### config.mk
export PLATFORM = sky130hd
export DESIGN_NAME = signed_integer_divider
export DESIGN_NICKNAME = d
export VERILOG_FILES = /design/src/sv/sid_pkg.sv /design/src/sv/sid_datapath.sv /design/src/sv/sid_ctrl.sv /design/src/sv/signed_integer_divider.sv
export SDC_FILE = /design/constraint.sdc
export NUM_CORES = 1
export LEC_CHECK = 0
export BUFFER_PORTS_ARGS = -buffer_cell sky130_fd_sc_hd__buf_2
export CAP_MARGIN = 25
export CORE_MARGIN = 5
export CORE_UTILIZATION = 50
export DETAILED_ROUTE_END_ITERATION = 8
export PLACE_DENSITY = 0.73
export REMOVE_ABC_BUFFERS = 1
export SYNTH_ARGS = -nofsm -noshare
export SYNTH_HDL_FRONTEND = slang
export SYNTH_SLANG_ARGS = --single-unit
export TNS_END_PERCENT = 10
### constraint.sdc
create_clock -name clk -period 3.2 [get_ports clk]
set_input_delay 0.64 -clock clk [delete_from_list [all_inputs] [get_ports clk]]
set_output_delay 0.64 -clock clk [all_outputs]
set_load 0.05 [all_outputs]
### src/sv/sid_pkg.sv
`timescale 1ns / 1ps

package sid_pkg;

  // Controller states, one-hot
  typedef enum logic [2:0] {
    ST_IDLE = 3'b001,
    ST_CALC = 3'b010,
    ST_FIX  = 3'b100
  } sid_state_t;

  // Commands from controller to datapath
  typedef struct packed {
    logic load;    // capture operands, magnitudes and special cases
    logic step;    // one restoring shift-subtract iteration
    logic finish;  // apply sign and write the output register
  } sid_cmd_t;

  // Status from datapath to controller
  typedef struct packed {
    logic special;  // zero divisor or saturating overflow, no iterations needed
  } sid_status_t;

endpackage

### src/sv/sid_datapath.sv
`timescale 1ns / 1ps

module sid_datapath import sid_pkg::*; #(
  parameter int DATA_WIDTH = 32
) (
  input  logic                         clk,
  input  sid_cmd_t                     cmd,
  output sid_status_t                  status,
  input  logic signed [DATA_WIDTH-1:0] dividend,
  input  logic signed [DATA_WIDTH-1:0] divisor,
  output logic signed [DATA_WIDTH-1:0] quotient,
  output logic                         overflow,
  output logic                         divide_by_zero
);

  localparam logic [DATA_WIDTH-1:0] MOST_NEG = {1'b1, {(DATA_WIDTH-1){1'b0}}};
  localparam logic [DATA_WIDTH-1:0] MOST_POS = {1'b0, {(DATA_WIDTH-1){1'b1}}};
  localparam logic [DATA_WIDTH-1:0] ALL_ONES = {DATA_WIDTH{1'b1}};

  // Working registers: na_r shifts the dividend out and the quotient in
  logic [DATA_WIDTH-1:0] na_r, na_nxt;
  logic [DATA_WIDTH-1:0] nb_r, nb_nxt;
  logic [DATA_WIDTH-1:0] rem_r, rem_nxt;
  logic                  neg_r, neg_nxt;
  logic                  dbz_r, dbz_nxt;
  logic                  ovf_r, ovf_nxt;
  logic [DATA_WIDTH-1:0] q_r, q_nxt;
  logic                  q_ovf_r, q_ovf_nxt;
  logic                  q_dbz_r, q_dbz_nxt;

  logic [DATA_WIDTH-1:0] a_u, b_u;
  logic [DATA_WIDTH:0]   rem_sh;
  logic [DATA_WIDTH:0]   diff;

  assign a_u = dividend;
  assign b_u = divisor;

  // Partial remainder shifted by one with the next dividend bit
  assign rem_sh = {rem_r, na_r[DATA_WIDTH-1]};
  assign diff   = rem_sh - {1'b0, nb_r};

  // Load, iterate and finish
  always_comb begin
    na_nxt    = na_r;
    nb_nxt    = nb_r;
    rem_nxt   = rem_r;
    neg_nxt   = neg_r;
    dbz_nxt   = dbz_r;
    ovf_nxt   = ovf_r;
    q_nxt     = q_r;
    q_ovf_nxt = q_ovf_r;
    q_dbz_nxt = q_dbz_r;
    if (cmd.load) begin
      na_nxt  = a_u[DATA_WIDTH-1] ? (~a_u + 1'b1) : a_u;
      nb_nxt  = b_u[DATA_WIDTH-1] ? (~b_u + 1'b1) : b_u;
      rem_nxt = '0;
      neg_nxt = a_u[DATA_WIDTH-1] ^ b_u[DATA_WIDTH-1];
      dbz_nxt = (b_u == '0);
      ovf_nxt = (a_u == MOST_NEG) && (b_u == ALL_ONES);
    end else if (cmd.step) begin
      // Restoring step: subtract when the remainder covers the divisor
      if (!diff[DATA_WIDTH]) begin
        rem_nxt = diff[DATA_WIDTH-1:0];
      end else begin
        rem_nxt = rem_sh[DATA_WIDTH-1:0];
      end
      na_nxt = {na_r[DATA_WIDTH-2:0], ~diff[DATA_WIDTH]};
    end
    if (cmd.finish) begin
      q_ovf_nxt = ovf_r;
      q_dbz_nxt = dbz_r;
      if (dbz_r) begin
        q_nxt = '0;
      end else if (ovf_r) begin
        q_nxt = MOST_POS;
      end else if (neg_r) begin
        q_nxt = ~na_r + 1'b1;
      end else begin
        q_nxt = na_r;
      end
    end
  end

  always_ff @(posedge clk) begin
    na_r    <= na_nxt;
    nb_r    <= nb_nxt;
    rem_r   <= rem_nxt;
    neg_r   <= neg_nxt;
    dbz_r   <= dbz_nxt;
    ovf_r   <= ovf_nxt;
    q_r     <= q_nxt;
    q_ovf_r <= q_ovf_nxt;
    q_dbz_r <= q_dbz_nxt;
  end

  assign status.special = dbz_r | ovf_r;
  assign quotient       = q_r;
  assign overflow       = q_ovf_r;
  assign divide_by_zero = q_dbz_r;

endmodule

### src/sv/sid_ctrl.sv
`timescale 1ns / 1ps

module sid_ctrl import sid_pkg::*; #(
  parameter int DATA_WIDTH = 32
) (
  input  logic        clk,
  input  logic        rst_n,
  input  logic        in_tvalid,
  output logic        in_tready,
  output logic        out_tvalid,
  input  logic        out_tready,
  output sid_cmd_t    cmd,
  input  sid_status_t status
);

  localparam int CNT_W = (DATA_WIDTH > 1) ? $clog2(DATA_WIDTH) : 1;
  localparam logic [CNT_W-1:0] CNT_LAST = CNT_W'(DATA_WIDTH - 1);

  sid_state_t       state_r, state_nxt;
  logic [CNT_W-1:0] cnt_r, cnt_nxt;
  logic             out_valid_r, out_valid_nxt;
  logic             out_free;

  assign out_free  = !out_valid_r || out_tready;
  assign in_tready = (state_r == ST_IDLE);

  // Sequence: accept, iterate once per quotient bit (skipped for special cases), fix sign into output
  always_comb begin
    state_nxt  = state_r;
    cnt_nxt    = cnt_r;
    cmd.load   = 1'b0;
    cmd.step   = 1'b0;
    cmd.finish = 1'b0;
    case (state_r)
      ST_IDLE: begin
        if (in_tvalid) begin
          cmd.load  = 1'b1;
          cnt_nxt   = '0;
          state_nxt = ST_CALC;
        end
      end
      ST_CALC: begin
        if (status.special) begin
          state_nxt = ST_FIX;
        end else begin
          cmd.step = 1'b1;
          cnt_nxt  = cnt_r + 1'b1;
          if (cnt_r == CNT_LAST) begin
            state_nxt = ST_FIX;
          end
        end
      end
      ST_FIX: begin
        if (out_free) begin
          cmd.finish = 1'b1;
          state_nxt  = ST_IDLE;
        end
      end
      default: begin
        state_nxt = ST_IDLE;
      end
    endcase
  end

  // Output valid: set on finish, drop when taken
  always_comb begin
    out_valid_nxt = out_valid_r;
    if (cmd.finish) begin
      out_valid_nxt = 1'b1;
    end else if (out_tready) begin
      out_valid_nxt = 1'b0;
    end
  end

  always_ff @(posedge clk) begin
    if (!rst_n) begin
      state_r     <= ST_IDLE;
      cnt_r       <= '0;
      out_valid_r <= 1'b0;
    end else begin
      state_r     <= state_nxt;
      cnt_r       <= cnt_nxt;
      out_valid_r <= out_valid_nxt;
    end
  end

  assign out_tvalid = out_valid_r;

`ifndef ASSERT_OFF
  a_finish_free: assert property (@(posedge clk) disable iff (!rst_n)
    cmd.finish |-> (!out_valid_r || out_tready))
    else $error("output register overwritten while holding a beat");

  a_finish_valid: assert property (@(posedge clk) disable iff (!rst_n)
    cmd.finish |=> out_valid_r)
    else $error("finished result not presented");

  a_load_calc: assert property (@(posedge clk) disable iff (!rst_n)
    cmd.load |=> (state_r == ST_CALC) && (cnt_r == '0))
    else $error("load did not start iteration");

  a_calc_run: assert property (@(posedge clk) disable iff (!rst_n)
    (state_r == ST_CALC) && !status.special && (cnt_r != CNT_LAST) |=> (state_r == ST_CALC))
    else $error("iteration ended early");

  a_one_cmd: assert property (@(posedge clk) disable iff (!rst_n)
    $onehot0({cmd.load, cmd.step, cmd.finish}))
    else $error("conflicting datapath commands");
`endif

endmodule

### src/sv/signed_integer_divider.sv
`timescale 1ns / 1ps

// Signed integer divider, quotient truncated toward zero.
// Input channel in_*: one beat carries dividend and divisor; it is taken
// while the block is idle (in_tready high), one item at a time.
// Output channel out_*: one beat per input beat, quotient in out_tdata,
// overflow and divide-by-zero flags in out_tuser.
// Processing: one restoring shift-subtract step per quotient bit, then a
// sign-fix step that applies the sign into the output register. A zero
// divisor or most-negative over minus one skips the iterations. The single
// shift-subtract unit takes one item at a time; the beat is taken in the
// idle state, and a new item is accepted while the previous result still
// waits in the output register.
// Receiver stall: the result holds in the output register; a finished
// division waits in its sign-fix step until the register frees.
// Reset (rst_n low, synchronous): control returns to idle, any item in
// flight and any pending result are dropped.
module signed_integer_divider import sid_pkg::*; #(
  parameter int DATA_WIDTH = 32
) (
  input  logic                                 clk,
  input  logic                                 rst_n,
  input  logic                                 in_tvalid,
  output logic                                 in_tready,
  // [DATA_WIDTH-1:0] dividend, [2*DATA_WIDTH-1:DATA_WIDTH] divisor, zero pad above
  input  logic [((2*DATA_WIDTH+7)/8)*8-1:0]    in_tdata,
  output logic                                 out_tvalid,
  input  logic                                 out_tready,
  // [DATA_WIDTH-1:0] quotient, zero pad above
  output logic [((DATA_WIDTH+7)/8)*8-1:0]      out_tdata,
  // [0] overflow, [1] divide_by_zero
  output logic [1:0]                           out_tuser
);

  localparam int OUT_TDATA_W = ((DATA_WIDTH + 7) / 8) * 8;

  sid_cmd_t                     cmd;
  sid_status_t                  status;
  logic signed [DATA_WIDTH-1:0] dividend;
  logic signed [DATA_WIDTH-1:0] divisor;
  logic signed [DATA_WIDTH-1:0] quotient;
  logic                         overflow;
  logic                         divide_by_zero;

  // Unpack input beat
  assign dividend = in_tdata[DATA_WIDTH-1:0];
  assign divisor  = in_tdata[2*DATA_WIDTH-1:DATA_WIDTH];

  sid_ctrl #(
    .DATA_WIDTH(DATA_WIDTH)
  ) u_ctrl (
    .clk        (clk),
    .rst_n      (rst_n),
    .in_tvalid  (in_tvalid),
    .in_tready  (in_tready),
    .out_tvalid (out_tvalid),
    .out_tready (out_tready),
    .cmd        (cmd),
    .status     (status)
  );

  sid_datapath #(
    .DATA_WIDTH(DATA_WIDTH)
  ) u_datapath (
    .clk            (clk),
    .cmd            (cmd),
    .status         (status),
    .dividend       (dividend),
    .divisor        (divisor),
    .quotient       (quotient),
    .overflow       (overflow),
    .divide_by_zero (divide_by_zero)
  );

  // Pack output beat
  assign out_tdata = OUT_TDATA_W'($unsigned(quotient));
  assign out_tuser = {divide_by_zero, overflow};

endmodule

=== Word-level counts from Yosys, hierarchy flattened ===
Cells that the tools add are included.

* Register bits after elaboration: 142
* Input port bits: 68
* Output and inout bits: 36
* Word-level logic and storage cells: 68

* $add $sub $neg: 5
* Eq/ne operators: 10
* Multiplexer cells: 23
* Bitwise logic cells: 6
* Reductions and logical operators: 10

{| class="wikitable"
|+ Operator list
! cell !! count
|-
| $mux 32 || 5
|-
| $add 32x1->32 const B || 3
|-
| $not 32->32 || 3
|-
| $eq 32x32->1 const B || 2
|-
| $mux 31 || 2
|-
| $sub 33x32->33 || 1
|-
| $logic_not 32->1 || 1
|-
| $mux 3 || 4
|-
| $mux 5 || 2
|-
| $pmux 5 s2 || 1
|-
| $pmux 3 s3 || 1
|-
| $mux 1 || 8
|-
| $reduce_and 3->1 || 2
|-
| $reduce_bool 2->1 || 3
|-
| $add 5x1->5 const B || 1
|-
| $eq 5x5->1 const B || 1
|-
| $ne 2x2->1 const B || 2
|-
| $eq 3x1->1 const B || 1
|-
| $eq 3x2->1 const B || 1
|-
| $eq 3x3->1 const B || 1
|-
| $ne 3x2->1 const B || 1
|-
| $ne 2x1->1 const B || 1
|-
| $reduce_or 2->1 || 1
|-
| $logic_and 1x1->1 || 1
|-
| 5 further kinds || 5
|}

=== Depth between registers and ports, before layout ===
* Depth in word-level cells: 5
* Mapped depth: 13
* Depth with buffers taken out: 12

=== Modules after synthesis ===
From an unflattened synthesis, not the netlist that was laid out.

* Cell total of the unflattened synthesis: 1020
* Area, all modules: 9323.9 um2

{| class="wikitable"
|+ By module, submodules not included
! module !! times used !! cells each !! area an instance (um2) !! sequential area each (um2)
|-
| sid_datapath || 1 || 965 || 8849.7 || 3673.5
|-
| sid_ctrl || 1 || 53 || 459.2 || 180.2
|-
| signed_integer_divider || 1 || 2 || 15.0 || 0.0
|}

=== Worst setup path before layout ===
OpenSTA, ideal clock, no wires.

* Path type: reg2reg
* Start point: register u_ctrl.state_r[0]
* End point: register u_datapath.na_r[0], enable pin
* Setup time: 0.387 ns
* Data arrival time: 3.232 ns
* Data required time: 2.813 ns
* Setup slack: -0.419 ns
* Cell stages (with the launch flop): 8
* Path buffers: 1
* Period minus slack after synthesis: 3.619 ns
* Cell sequence: dfxtp_1 -> or3b_2 -> inv_1 -> nand2_1 -> inv_1 -> nor2_1 -> clkbuf_1 -> inv_1

{| class="wikitable"
|+ RTL lines
! item !! RTL line !! RTL
|-
| start: declaration || sid_ctrl.sv:19 || <nowiki>sid_state_t state_r, state_nxt;</nowiki>
|-
| start signal: assignment || sid_ctrl.sv:81 || <nowiki>state_r <= state_nxt;</nowiki>
|-
| end signal: assignment || sid_datapath.sv:85 || <nowiki>na_r <= na_nxt;</nowiki>
|-
| end: declaration || sid_datapath.sv:21 || <nowiki>logic [DATA_WIDTH-1:0] na_r, na_nxt;</nowiki>
|}

=== Final worst setup path ===
* Start point: input port in_tdata[35]
* End point: register u_datapath.nb_r[27], data pin

* Cells in the longest elaborated chain, start to end: 3

{| class="wikitable"
|+ RTL lines
! item !! RTL line !! RTL
|-
| start: declaration || signed_integer_divider.sv:26 || <nowiki>input logic [((2*DATA_WIDTH+7)/8)*8-1:0] in_tdata,</nowiki>
|-
| $not 32->32 || sid_datapath.sv:55 || <nowiki>nb_nxt = b_u[DATA_WIDTH-1] ? (~b_u + 1'b1) : b_u;</nowiki>
|-
| $add 32x1->32 || sid_datapath.sv:55 ||
|-
| $mux 31 || sid_datapath.sv:55 ||
|-
| end signal: assignment || sid_datapath.sv:86 || <nowiki>nb_r <= nb_nxt;</nowiki>
|-
| end: declaration || sid_datapath.sv:22 || <nowiki>logic [DATA_WIDTH-1:0] nb_r, nb_nxt;</nowiki>
|}

Every way passes these cells.
A chain may end at the register's enable or synchronous reset.

==> metrics.cfg <==
[pwr]
power.total_mw = 5.23
pwr-share-clk_pct = 35.8
p_comb_share_pct = 19.9
switching_power_mw = 1.63
leakage_nw = 4.28
switching_share_pct = 31.2
intPower_mw = 3.60
power.density_nw_per_um2 = 483
seqPwrFrac_pct = 44.3
ir_drop_uv = 398

[place]
gp_congestion = 0.956
portBuffers = 103
hpwl_mm = 16.3

[routing]
wire_per_inst_um = 16.9
detailedRoute.firstPassIterationCount = 5
wirelength_mm = 22.7
postRouteAntennaNets = 0
via_per_inst = 5.65
drt_iter0_markers = 539
num_vias = 7570
drcViolationCount = 0

[timing]
setup_violations = 0
min_period_ps = 3180
slew_violations = 0
period_share_pct = 99.2
relSlewSlack_pct = 31.6
hold_viol = 0
holdWs_ps = 473
tightestPinTransition_ps = 1020
fmax_mhz = 315
final.setup_skew_ps = 7.11
rsz0062_at_grt = true

[critical_path]
arrival_ps = 3350
crit_path_end_kind = register
worstSetupStartpointType = input pin
worstPathRequired_ps = 3380
critical_path.max_fanout = 4
crit_type = input pin to register

[final_layout]
fillers = 1492
seq_area_um2 = 3850
multi_input_comb_area_um2 = 4900
antennaDiodeCount = 0
area_delta_synth_final_pct = 20.7
drive_gt1_share_pct = 20.8
nNetsFinal = 1205

[worst_hold_path]
hold_class = register to register

[flow_run]
max_cap_violations = 0

[floorplanning]
dieWidth_um = 144
core_um2 = 17800
initial_core_util_pct = 50.3
die_h_um = 144
io_pins = 104
rows = 49
die_area_um2 = 20700

[synthesis]
ys_seq_area_share_pct = 43.0
synth_cells = 953
avgSynthCellArea_um2 = 9.41
synth-edff-count = 101
synth_top_family_by_area = compound AO/OA/AOI/OAI gates
synth_compound_gate_area_share_pct = 17.6
syn_area_um2 = 8970
synthAdderAreaFrac_pct = 5.52
synth_ff_type = edfxtp_1
ys_warn_count = 0
muxShareOfSynthArea_pct = 3.14
async_flop_share_pct = 0
synth_cell_type_count = 57
synthXorXnorAreaFrac_pct = 11.8
synthSimpleGateAreaFrac_pct = 15.1
synth_seq_cells = 142

[cts]
cts_tree = built
path_clk_slew_ps = 70
cts_hold_buf = 0
clk_latency_ps = 430
clock-sinks = 142
max-clock-path-buffers = 2
cts.htree.levels = 4
cts_root_buf = clkbuf_16
cts-buffers-inserted = 17

[grt]
first_global_vias = 7195
grt_max_degree = 69
grt_overflow = 0
grt_use_total_pct = 21.6
antenna_found_initial = 1
grt_pass1_wl_mm = 35.5

[outcome]
status = finished, final reports clean

-- flip-flops by register name (all words and copies together) (netlist names), 3 cells and up --
name                 flops
u_ctrl.cnt_r             5
u_ctrl.state_r           3
u_datapath.na_r         32
u_datapath.nb_r         32
u_datapath.rem_r        32
u_datapath.quotient     32
-- per-stage QoR --
step | cell area [µm²] | worst slack, ps | instances | util, % | setup TNS (ps)
3_5_place_dp | 10100 | -441 | 1301 | 56.6 | -3480
2_1_floorplan | 8800 | -1900 | 910 | - | -129830
6_report | 10800 | 24.2 | 1340 | 60.7 | 0
5_1_grt | 10800 | -65.4 | 1340 | 60.7 | -104
3_3_place_gp | 10100 | -364 | 1301 | 56.6 | -2530
4_1_cts | 10600 | 18.0 | 1333 | 59.7 | 0
-- power by group through the flow --
| stage | Sequential [mW] | Clock (mW) | Combinational [mW] |
|---|---|---|---|
| 2_1_floorplan | 2.38 | 0 | 0.626 |
| 4_1_cts | 2.32 | 1.89 | 1.02 |
| 3_3_place_gp | 2.35 | 0 | 0.994 |
| 3_5_place_dp | 2.35 | 0 | 1.01 |
| 5_1_grt | 2.34 | 1.98 | 1.16 |
| 6_report | 2.32 | 1.87 | 1.04 |
-- path summary, 6_finish.rpt --
kind                                            from                    to  slack (ps)  cells past startpoint
worst max-delay path                    in_tdata[35]   u_datapath.nb_r[27]          20                     10
worst min-delay path            u_datapath.rem_r[11]  u_datapath.rem_r[11]         470                      2
worst max register to register    u_datapath.nb_r[5]  u_datapath.rem_r[29]         170                     14
worst min register to register  u_datapath.rem_r[11]  u_datapath.rem_r[11]         470                      2
-- cell usage in the layout (no fill, tap or decap), drive strengths merged, types with 16 or more instances in the layout --
cell    count
buf       168
dfxtp      41
clkbuf     18
edfxtp    101
xnor2      56
xor2       65
a21oi      60
inv        56
o31ai      25
nor3       16
mux2i      27
nor2       35
ha         38
nand3      16
o21ai      97
nand2     130
-- area by class of cell --
type	instances	area share [%]
Sequential cell	142	35.6
Tap cell	229	2.65
Inverter	47	1.63
Multi-Input combinational cell	721	45.2
Clock inverter	15	1.16
Timing Repair Buffer	169	9.80
Clock buffer	17	3.93
-- per-layer routing --
metal | up-vias | global-route usage [%] | routed length [µm]
li1 | 3752 | - | -
met1 | 3552 | 29.7 | 10300
met2 | 235 | 34.7 | 10600
met3 | 29 | 4.73 | 1370
met4 | 2 | 5.50 | 389
met5 | - | 0 | 7
-- synthesized netlist by cell type (all sizes together) (12+ instances only) --
master | n | share of area [%]
a21oi | 60 | 3.3
clkbuf | 37 | 1.5
dfxtp | 41 | 9.1
edfxtp | 101 | 34
ha | 38 | 5.3
inv | 47 | 2.0
mux2i | 27 | 3.0
nand2 | 130 | 5.4
nand3 | 16 | 0.95
nand4 | 13 | 0.91
nor2 | 35 | 1.5
nor3 | 16 | 1.0
nor4 | 12 | 0.84
o21ai | 97 | 5.4
o31ai | 25 | 2.2
or3 | 12 | 1.1
xnor2 | 56 | 5.5
xor2 | 65 | 6.3
-- cells by family (layout without fill, tap and decap cells) --
| logic type | Yosys count | count (layout) |
|---|---|---|
| XOR/XNOR | 121 | 121 |
| AND/OR/NAND/NOR | 279 | 279 |
| flip-flops | 142 | 142 |
| multiplexers | 28 | 28 |
| AO/OA/AOI/OAI | 254 | 254 |
| buffers and inverters | 90 | 248 |
| adder cells (fa/ha/maj) | 39 | 39 |
-- worst max-delay path: stages --
cell and delay [ps]:
buf_2 100, or3_4 400, nor3_4 140, nand3_2 110, or4_4 440, or3_4 400, or3_4 380, or3_4 420
o41ai_4 230, xnor2_1 100
-- repair_timing --
action | in CTS | in global routing
setup buffers | 0 | 7
pin swaps | 0 | 9
resized for setup | 2 | 21
setup endpoints to repair | 9 | 37
gates cloned | 0 | 1
Note: power is estimated with default switching activity, not from simulation.
